<file path="src/sv/fcir_pkg.sv">
// ----------------------------------------------------------------------------
// fcir_pkg
// Types, codes and helpers shared by the forwarded client address resolver.
// ----------------------------------------------------------------------------
package fcir_pkg;

  localparam int unsigned V4_BITS = 32;
  localparam int unsigned V6_BITS = 128;

  // Byte address of the range_count register.
  localparam logic [2:0] REG_RANGE_COUNT = 3'd0;

  typedef enum logic [1:0] {
    FUNC_LOAD  = 2'd0,
    FUNC_PEER  = 2'd1,
    FUNC_ENTRY = 2'd2,
    FUNC_NONE  = 2'd3
  } func_e;

  typedef enum logic [1:0] {
    STAT_PEER_UNTRUSTED = 2'd0,
    STAT_FROM_CHAIN     = 2'd1,
    STAT_CHAIN_REJECTED = 2'd2,
    STAT_NO_CHAIN       = 2'd3
  } status_e;

  typedef struct packed {
    logic [63:0] hi;
    logic [63:0] lo;
    logic        v4;
  } addr_t;

  typedef struct packed {
    func_e       func;
    logic [3:0]  slot;
    logic [63:0] addr_hi;
    logic [63:0] addr_lo;
    logic        is_v4;
    logic [7:0]  prefix_len;
    logic        entry_bad;
    logic        last;
  } in_item_t;

  typedef struct packed {
    addr_t   addr;
    status_e status;
  } result_t;

  // IPv4 keeps only the low 32 bits of the low word.
  function automatic addr_t norm_addr(logic [63:0] hi, logic [63:0] lo, logic v4);
    addr_t a;
    a.v4 = v4;
    a.hi = v4 ? 64'd0 : hi;
    a.lo = v4 ? {32'd0, lo[31:0]} : lo;
    return a;
  endfunction

  // Network mask over {hi, lo}; long prefixes saturate to the family width.
  function automatic logic [127:0] range_mask(logic [7:0] plen, logic v4);
    logic [31:0]  m4;
    logic [127:0] m6;
    m4 = ~(32'hffff_ffff >> plen);
    m6 = ~({V6_BITS{1'b1}} >> plen);
    return v4 ? {96'd0, m4} : m6;
  endfunction

endpackage

</file>
<file path="src/sv/fcir_chain.sv">
// ----------------------------------------------------------------------------
// fcir_chain
// Peer and forwarded-chain tracking; forms the resolved address of a request.
// ----------------------------------------------------------------------------
module fcir_chain import fcir_pkg::*; #(
  parameter int unsigned CHAIN_LIMIT = 64
) (
  input  logic    clk_i,
  input  logic    rst_ni,
  input  logic    step_i,
  input  func_e   func_i,
  input  addr_t   addr_i,
  input  logic    bad_i,
  input  logic    last_i,
  input  logic    trusted_i,
  output result_t result_o
);

  localparam int unsigned CNT_W = $clog2(CHAIN_LIMIT + 1);

  addr_t            peer_q, peer_d;
  logic             peer_trusted_q, peer_trusted_d;
  addr_t            first_q, first_d;
  addr_t            untr_q, untr_d;
  logic             untr_seen_q, untr_seen_d;
  logic [CNT_W-1:0] count_q, count_d;
  logic             rejected_q, rejected_d;

  always_comb begin
    peer_d         = peer_q;
    peer_trusted_d = peer_trusted_q;
    first_d        = first_q;
    untr_d         = untr_q;
    untr_seen_d    = untr_seen_q;
    count_d        = count_q;
    rejected_d     = rejected_q;

    if (step_i) begin
      if (func_i == FUNC_PEER) begin
        peer_d         = addr_i;
        peer_trusted_d = trusted_i;
        untr_seen_d    = 1'b0;
        count_d        = '0;
        rejected_d     = 1'b0;
      end else if (!rejected_q && (count_q < CNT_W'(CHAIN_LIMIT))) begin
        if (bad_i) begin
          rejected_d = 1'b1;
        end else begin
          if (count_q == '0) begin
            first_d = addr_i;
          end else if (!trusted_i) begin
            untr_d      = addr_i;
            untr_seen_d = 1'b1;
          end
          count_d = count_q + CNT_W'(1);
        end
      end
    end

    // The result sees this item's own update.
    result_o.addr = peer_d;
    if (!peer_trusted_d) begin
      result_o.status = STAT_PEER_UNTRUSTED;
    end else if (rejected_d) begin
      result_o.status = STAT_CHAIN_REJECTED;
    end else if (count_d == '0) begin
      result_o.status = STAT_NO_CHAIN;
    end else begin
      result_o.status = STAT_FROM_CHAIN;
      result_o.addr   = untr_seen_d ? untr_d : first_d;
    end

    // A delivered result closes the chain; the peer stays.
    if (step_i && last_i) begin
      untr_seen_d = 1'b0;
      count_d     = '0;
      rejected_d  = 1'b0;
    end
  end

  always_ff @(posedge clk_i or negedge rst_ni) begin
    if (!rst_ni) begin
      peer_q         <= '0;
      peer_trusted_q <= 1'b0;
      first_q        <= '0;
      untr_q         <= '0;
      untr_seen_q    <= 1'b0;
      count_q        <= '0;
      rejected_q     <= 1'b0;
    end else begin
      peer_q         <= peer_d;
      peer_trusted_q <= peer_trusted_d;
      first_q        <= first_d;
      untr_q         <= untr_d;
      untr_seen_q    <= untr_seen_d;
      count_q        <= count_d;
      rejected_q     <= rejected_d;
    end
  end

endmodule

</file>
<file path="config.mk">
export PLATFORM = sky130hd
export DESIGN_NAME = fcir_chain
export DESIGN_NICKNAME = d
export VERILOG_FILES = /design/src/sv/fcir_pkg.sv /design/src/sv/fcir_chain.sv
export SDC_FILE = /design/constraint.sdc
export NUM_CORES = 1
export LEC_CHECK = 0
export BUFFER_PORTS_ARGS = -buffer_cell sky130_fd_sc_hd__buf_2
export CORE_MARGIN = 4
export CORE_UTILIZATION = 53
export CTS_BUF_LIST = sky130_fd_sc_hd__clkbuf_16
export DETAILED_ROUTE_END_ITERATION = 8
export PLACE_DENSITY_LB_ADDON = 0.05
export SYNTH_ARGS = -nofsm -noshare
export SYNTH_HDL_FRONTEND = slang
export SYNTH_SLANG_ARGS = --single-unit
</file>
<file path="constraint.sdc">
create_clock -name clk_i -period 2.4 [get_ports clk_i]
set_input_delay 0.12 -clock clk_i [delete_from_list [all_inputs] [get_ports clk_i]]
set_output_delay 0.12 -clock clk_i [all_outputs]
set_load 0.005 [all_outputs]
</file>
After elaboration in Yosys (flattened, before gate mapping)
Index checks and enable logic that the tools add are counted.
{"block": "totals", "register_bits": 397, "in_bits": 137, "output_inout_bits": 131, "wordCells": 60}
{"block": "op_classes", "n_addsub": 1, "order_cmp": 1, "n_eq_ne": 1, "mux": 39, "n_reduce_logical": 5}
{"op": "2-to-1 mux 129 bit", "n": 17}
{"op": "2-to-1 mux 7 bit", "n": 5}
{"op": "zero test 7 bit", "n": 2}
{"op": "2-to-1 mux 1 bit", "n": 14}
{"op": "adder 7 x 1 -> 7 bit, second input constant", "n": 1}
{"op": "less-than comparator 7 bit, second input constant", "n": 1}
{"op": "2-to-1 mux 2 bit", "n": 3}
{"op": "equality test 2 x 1 -> 1 bit, second input constant", "n": 1}
{"op": "logical AND 1 bit", "n": 2}
{"op": "zero test 1 bit", "n": 1}

Longest topological paths before layout
Gate-level depths: netlist of the first run.
{"block": "logic_depth", "word_depth": 10, "depth_mapped": 12}

Least setup slack after synthesis of the first run
No wires, ideal clock.
{"block": "synth_timing", "path_type": "reg2out", "from": "register count_q[0]", "to": "output result_o[100] (netlist bit)", "arrival_ns": 2.361, "path_slack_ns": -0.081, "stages_incl_launch_ff": 13, "path_buffers": 5, "cell_sequence": "dfrtp_1 > clkbuf_1 > inv_1 > ha_1 > nor4b_2 > and3b_1 > buf_2 > or2_1 > clkbuf_1 > buf_2 > buf_2 > o221a_2 > mux2_4"}
{"element": "from (decl)", "line": "fcir_chain.sv:26", "rtl": "logic [CNT_W-1:0] count_q, count_d;"}
{"element": "from (signal assigned)", "line": "fcir_chain.sv:96", "rtl": "count_q <= count_d;"}
{"element": "to (decl)", "line": "fcir_chain.sv:16", "rtl": "output result_t result_o"}

==> results.toml, run 1 <==
[pwr]
max-vdd-ir-drop_mv = 0.602
power_switching_w = 0.00837
switching_share_pct = 30.1
total_power_w = 0.0278
powerDensity_nw_per_um2 = 954
comb_power_share_pct = 39.9
p_leak_nw = 14.5
seqPwrFrac_pct = 36.7
power.internal_w = 0.0194
clkPwrFrac_pct = 23.5

[routing]
via_per_inst = 5.84
route.detailed.drc = 0
via_count = 17100
drt-total-wl_um = 66000
route.antenna.remaining_nets = 0
post_drt_wl_per_cell_um = 22.6
firstDrtPassIters = 5
drtIter0Drc = 1070

[die]
start_util_pct = 53.6
core-area_sq_um = 39700
die_x_um = 208
rows = 73
dieArea_sq_um = 43400
ios = 268
die_h_um = 208

[clock_network]
clkTransAtPathRegs_ns = 0.06
cts-root-buf = "clkbuf_16"
cts.htree.levels = 2
clock-sinks = 397
numCtsBuffers = 45
clockBufferDepth = 3
clock_latency_ns = 0.57
cts_tree = "done"

[synthesis]
ys_ff_latch = 397
synthAdderAreaFrac_pct = 0.118
synthMuxAreaShare_pct = 22.6
synthCells = 1929
synth_simple_gate_area_share_pct = 7.90
yosys.area_share.xor_xnor_pct = 0.165
yosysWarnings = 0
synth_area_sq_um = 21300
synthFlopType = "dfrtp_1"
ys_async_sr_fraction_pct = 100
synth_top_family_by_area = "multiplexers"
yosysUniqueCellTypes = 41
syn_avg_cell_area_sq_um = 11.0
ys_seq_area_share_pct = 46.7
synth_nets = 2068
synth_compound_area_share_pct = 16.5
synth_edf_count = 0

[global_routing]
track_usage_pct = 27.8
grt_max_degree = 86
grt_pass1_vias = 17500
grt_pass1_wl_um = 98700
antenna_found_initial = 5
grt-ovfl-total = 0

[final_layout]
layout.nets = 2501
area.growth.synth_to_final_pct = 36.7
drive_gt1_share_pct = 42.9
nFillCells = 2675
final_common_cell = "dfrtp_1"
most-common-layout-cells = "397 x dfrtp_1, 391 x nand2_1, 259 x mux2_2"

[status]
status = "finished, violations left"
violations = "negative setup slack"

[timing]
slew_violations = 0
setup_viol = 130
hold_ws_ns = 0.0722
fin_crit_sh_pct = 131
worst_slew_pin_slew_ns = 1.17
fmaxAchievable_ghz = 0.317
hold_viol = 0
fin_crit_ns = 3.15
timing.slew.headroom_pct = 21.9
finClkSkew_ns = 0.0123
fin_ws_ns = -0.753
rsz0062_at_grt = "true"

[setup_path]
crit_path_frequent_cell = "buf_6"
cp_num_buf_inv = 7
cp_top_family = "buffers and inverters"
slowest_delay_ns = 0.40
required_ns = 2.28
crit_chain = "nor4b_4, buf_6, buf_6, a211oi_2, a31oi_2, a41oi_4, buf_6, buf_6, clkbuf_16, buf_16, mux2_4, buf_6"
end_kind = "output port"
slowest_stage = "dfrtp_1"
start_kind = "register"
arrival_ns = 3.03
crit_fanout = 7
worstSetupPathType = "register to output port"

[place]
io_buffers = 267
hpwl_um = 36800
place_congestion = 0.811

[run]
drv_cap = 0

[min_path]
hold_path.class = "input pin to register"
==> area by class of cell <==
type                       count  area, sq um  share of cell area (%)
antenna                        4         10.0                  0.0344
clock buffer                  47         1180                    4.04
clock inverter                31          186                   0.641
inverter                     134          503                    1.73
multi-input combinational   1224        10900                    37.4
sequential                   397         9930                    34.1
tap                          525          657                    2.26
timing repair buffer         560         5750                    19.7
==> synth_stat cells (all sizes together) (3+ instances only) <==
| library cell | instances | area (sq um) |
|---|---|---|
| o211ai | 130 | 976 |
| a21oi | 6 | 30.0 |
| nor2 | 10 | 37.5 |
| clkbuf | 111 | 417 |
| a21o | 129 | 968 |
| xnor2 | 3 | 26.3 |
| and3 | 3 | 18.8 |
| inv | 134 | 503 |
| nand2 | 393 | 1480 |
| dfrtp | 397 | 9930 |
| and3b | 3 | 26.3 |
| nand4 | 4 | 31.3 |
| buf | 64 | 382 |
| mux2 | 388 | 4780 |
| o21ai | 3 | 15.0 |
| o221a | 129 | 1450 |
==> per-stage QoR <==
| stage | utilization, % | cells | TNS (ns) | area (sq um) | setup WS, ns |
|---|---|---|---|---|---|
| floorplan | - | 1929 | 0 | 21300 | 0.00306 |
| global placement | 60.2 | 2656 | -24.16 | 23900 | -0.246 |
| detailed placement | 60.2 | 2656 | -32.29 | 23900 | -0.311 |
| CTS | 68.9 | 2888 | -93.83 | 27400 | -0.769 |
| global route | 73.2 | 2922 | -100.65 | 29100 | -0.835 |
| finish | 73.2 | 2922 | -89.84 | 29100 | -0.753 |
==> power groups by stage <==
stage / clock, W / combinational [W] / sequential [W]
floorplan: 0 / 0.00663 / 0.00994
global placement: 0 / 0.00889 / 0.0101
detailed placement: 0 / 0.00907 / 0.0102
CTS: 0.00662 / 0.00970 / 0.0101
global route: 0.00692 / 0.0119 / 0.0104
finish: 0.00652 / 0.0111 / 0.0102
==> layer usage <==
layer	vias to the layer above	global-route usage, %	part of all wire, %
li1	7708	-	-
met1	8736	38.5	43
met2	507	45.5	49
met3	107	3.98	5.3
met4	2	8.63	2.2
met5	-	0	0.011
==> worst reg2reg max path: stages (launching register included) <==
cell	delay, ns
dfrtp_1	0.40
nor4b_4	0.27
buf_6	0.19
buf_6	0.13
and2_4	0.16
buf_6	0.18
buf_16	0.22
nand2_4	0.16
clkbuf_16	0.22
mux2_2	0.30
==> kinds of logic (layout without fill, tap and decap cells) <==
family,Yosys count,count (layout)
simple gates,423,424
compound gates,404,404
flops,397,397
mux,390,390
buf+inv,309,772
xor+xnor,4,4
fa+ha+maj,2,2
other cells,0,4
==> sequential cells by signal, indices dropped and copies added (netlist names) <==
signal	count
untr_seen_q	1
peer_trusted_q	1
peer_q	129
first_q	129
untr_q	129
count_q	7
rejected_q	1
==> final timing paths <==
path                                           start                     to  slack (ns)  cells past startpoint
worst max-delay path            count_q[6]$_DFF_PN0_           result_o[50]       -0.75                     12
worst min-delay path                          step_i   count_q[2]$_DFF_PN0_        0.07                      4
worst max register to register  count_q[6]$_DFF_PN0_  untr_q[112]$_DFF_PN0_        0.06                      9
worst min register to register  peer_q[43]$_DFF_PN0_   peer_q[43]$_DFF_PN0_        0.47                      2
max in group asynchronous                     rst_ni   untr_q[43]$_DFF_PN0_        1.37                      4
min in group asynchronous                     rst_ni   peer_q[40]$_DFF_PN0_        0.10                      2
==> what timing repair did <==
action / 4_1_cts / 5_1_grt
pin swaps: 6 / 9
gates resized for setup: 78 / 204
buffers inserted: 12 / 16
endpoints found under the setup margin: 211 / 221
hold buffers: 134 / 0
hold endpoints to repair: 534 / 0
cloned: 9 / 19
No activity file was read; power rests on OpenSTA's default activity.
==> run 2: changes to the inputs <==
--- a/config.mk
+++ b/config.mk
@@ -5,10 +5,11 @@
 export SDC_FILE = /design/constraint.sdc
 export NUM_CORES = 1
 export LEC_CHECK = 0
+export ABC_AREA = 1
 export BUFFER_PORTS_ARGS = -buffer_cell sky130_fd_sc_hd__buf_2
 export CORE_MARGIN = 4
-export CORE_UTILIZATION = 53
-export CTS_BUF_LIST = sky130_fd_sc_hd__clkbuf_16
+export CORE_UTILIZATION = 54
+export CTS_BUF_LIST = sky130_fd_sc_hd__clkbuf_4 sky130_fd_sc_hd__clkbuf_8
 export DETAILED_ROUTE_END_ITERATION = 8
 export PLACE_DENSITY_LB_ADDON = 0.05
 export SYNTH_ARGS = -nofsm -noshare
==> results.toml, run 2 <==
[status]
status = "finished, violations left"
violations = "negative setup slack"

[synthesis]
ys_async_sr_fraction_pct = 100
ys_seq_area_share_pct = 52.7
ys_ff_latch = 397
synth_area_sq_um = 18800
syn_avg_cell_area_sq_um = 7.55
synth_nets = 2634
yosys-top-cells-area = "dfrtp_1 53%, nand2_1 24%, o21ai_0 5.3%"
synthFlopType = "dfrtp_1"
yosysTopAreaCell = "dfrtp_1"
synthMuxAreaShare_pct = 0
synth_top_family_by_area = "simple AND/OR/NAND/NOR gates"
yosysMostFrequentCell = "nand2_1"
synth_edf_count = 0
yosys.area_share.xor_xnor_pct = 0
synth_compound_area_share_pct = 6.95
synthAdderAreaFrac_pct = 0.133
synth_commonest_cells = "1189 x nand2_1, 397 x dfrtp_1, 200 x o21ai_0, 154 x inv_1, 141 x nand3_1"
synth_simple_gate_area_share_pct = 32.6
netlist.area_leader.share_pct = 52.7
yosysWarnings = 0
yosysUniqueCellTypes = 22
synthCells = 2495

[routing]
via_per_inst = 5.68
route.antenna.remaining_nets = 0
firstDrtPassIters = 6
route.detailed.drc = 0
drt-total-wl_um = 67800
via_count = 19800
drtIter0Drc = 1943
post_drt_wl_per_cell_um = 19.5

[place]
io_buffers = 267
dpl_cell_area_sq_um = 21200
hpwl_um = 33600
pre_cts_ws_ns = 0.00358
place_inst = 3130
place_congestion = 0.831

[timing]
slew_violations = 0
fin_crit_ns = 2.95
timing.slew.headroom_pct = 46.9
fin_ws_ns = -0.551
rsz0062_at_grt = "true"
finClkSkew_ns = 0.0246
hold_ws_ns = 0.0590
fmaxAchievable_ghz = 0.339
setup_viol = 131
hold_viol = 0
fin_crit_sh_pct = 123
worst_slew_pin_slew_ns = 0.796

[setup_path]
required_ns = 2.28
crit_fanout = 8
worstSetupPathType = "register to output port"
end_kind = "output port"
start_kind = "register"
arrival_ns = 2.83

[pwr]
total_power_w = 0.0259
p_leak_nw = 14.6
powerDensity_nw_per_um2 = 955
max-vdd-ir-drop_mv = 0.612

[die]
rows = 68
dieArea_sq_um = 37900
start_util_pct = 54.7
ios = 268
die_x_um = 195
die_h_um = 195
core-area_sq_um = 34500

[min_path]
hold_path.class = "input pin to asynchronous set/reset pin"

[global_routing]
grt_pass1_vias = 19500
grt_pass1_wl_um = 102000
grt-ovfl-total = 0
grt_max_degree = 133
track_usage_pct = 32.6
antenna_found_initial = 1

[clock_network]
cts-root-buf = "clkbuf_8"
numCtsBuffers = 70
clock_latency_ns = 0.62
cts.htree.levels = 3
clock-sinks = 397
clkTransAtPathRegs_ns = 0.06
clockBufferDepth = 3
cts_tree = "done"

[final_layout]
final_common_cell = "nand2_1"
nFillCells = 2404
layout.nets = 3122
largest_registers = "first_q x129, peer_q x129, untr_q x129"
stdcell_count = 3484
drive_gt1_share_pct = 28.8
area.growth.synth_to_final_pct = 43.8
most-common-layout-cells = "1040 x nand2_1, 396 x dfrtp_1, 239 x buf_2"
fin_area_sq_um = 27100

[run]
drv_cap = 0
-- run 2: worst max-delay path, stage by stage, from the launching register on --
cell,delay (ns)
dfrtp_1,0.41
inv_2,0.08
nand2_2,0.08
nor2_2,0.15
buf_6,0.17
nand3_2,0.08
nand2_2,0.11
nor2_2,0.05
nor2_2,0.13
nand3_4,0.10
buf_12,0.16
nand2_8,0.09
buf_12,0.16
clkbuf_16,0.17
nand2_1,0.06
nand2_2,0.09
buf_2,0.12
-- run 2: final timing paths --
check,depth (start not counted),start,slack (ns),end
min in group clk_i,4,step_i,0.10,count_q[5]$_DFF_PN0_
max in group asynchronous,3,rst_ni,1.33,peer_q[78]$_DFF_PN0_
min reg2reg,2,first_q[95]$_DFF_PN0_,0.47,first_q[95]$_DFF_PN0_
max,16,count_q[6]$_DFF_PN0_,-0.55,result_o[33]
max reg2reg,17,count_q[6]$_DFF_PN0_,0.07,count_q[3]$_DFF_PN0_
min,2,rst_ni,0.06,peer_q[116]$_DFF_PN0_
-- run 2: stage by stage --
stage	util [%]	setup TNS, ns
after floorplan	-	0
after global placement	61.5	-0.00915
after detailed placement	61.5	0
after CTS	74.0	-50.04
after global routing	78.6	-77.64
final	78.6	-63.22
-- run 2: report_power, final --
| part | total (W) | internal (W) | switching, W | leakage, nW |
|---|---|---|---|---|
| combinational | 0.0101 | 0.00433 | 0.00574 | 8.86 |
| clock | 0.00626 | 0.00347 | 0.00279 | 0.735 |
| sequential | 0.00954 | 0.00886 | 0.000684 | 4.99 |
-- run 2: cells by family (layout without fill, tap and decap cells) --
group	count (synthesis)	in the layout
DFF	397	397
buffers and inverters	341	873
and+or+nand+nor	1494	1495
AOI/OAI and AO/OA	261	261
adders and majority gates	2	2
other	0	1
-- run 2: timing repair --
action / in CTS / in global routing
gates cloned: 19 / 22
hold buffers: 135 / 0
pin swaps: 36 / 89
resized for setup: 222 / 291
setup endpoints to repair: 131 / 132
buffers inserted: 57 / 15
endpoints found under the hold margin: 651 / 0
-- run 2: metal layers --
layer  global-route usage (%)  up-vias  share of wire (%)
li1                         -     8940                  -
met1                     43.4     9626                 40
met5                        0        -                  0
met3                     5.84      148                8.7
met4                     13.0        0                3.0
met2                     53.5     1059                 48
-- run 2: area by class of cell --
class                           instances  area, sq um  area share (%)
Sequential cell                       397         9940            36.7
Multi-Input combinational cell       1758         8790            32.5
Timing Repair Buffer                  599         5820            21.5
Clock buffer                          108         1320            4.86
Inverter                              157          594            2.19
Tap cell                              455          569            2.10
Clock inverter                          9         53.8           0.199
Antenna cell                            1         2.50         0.00924
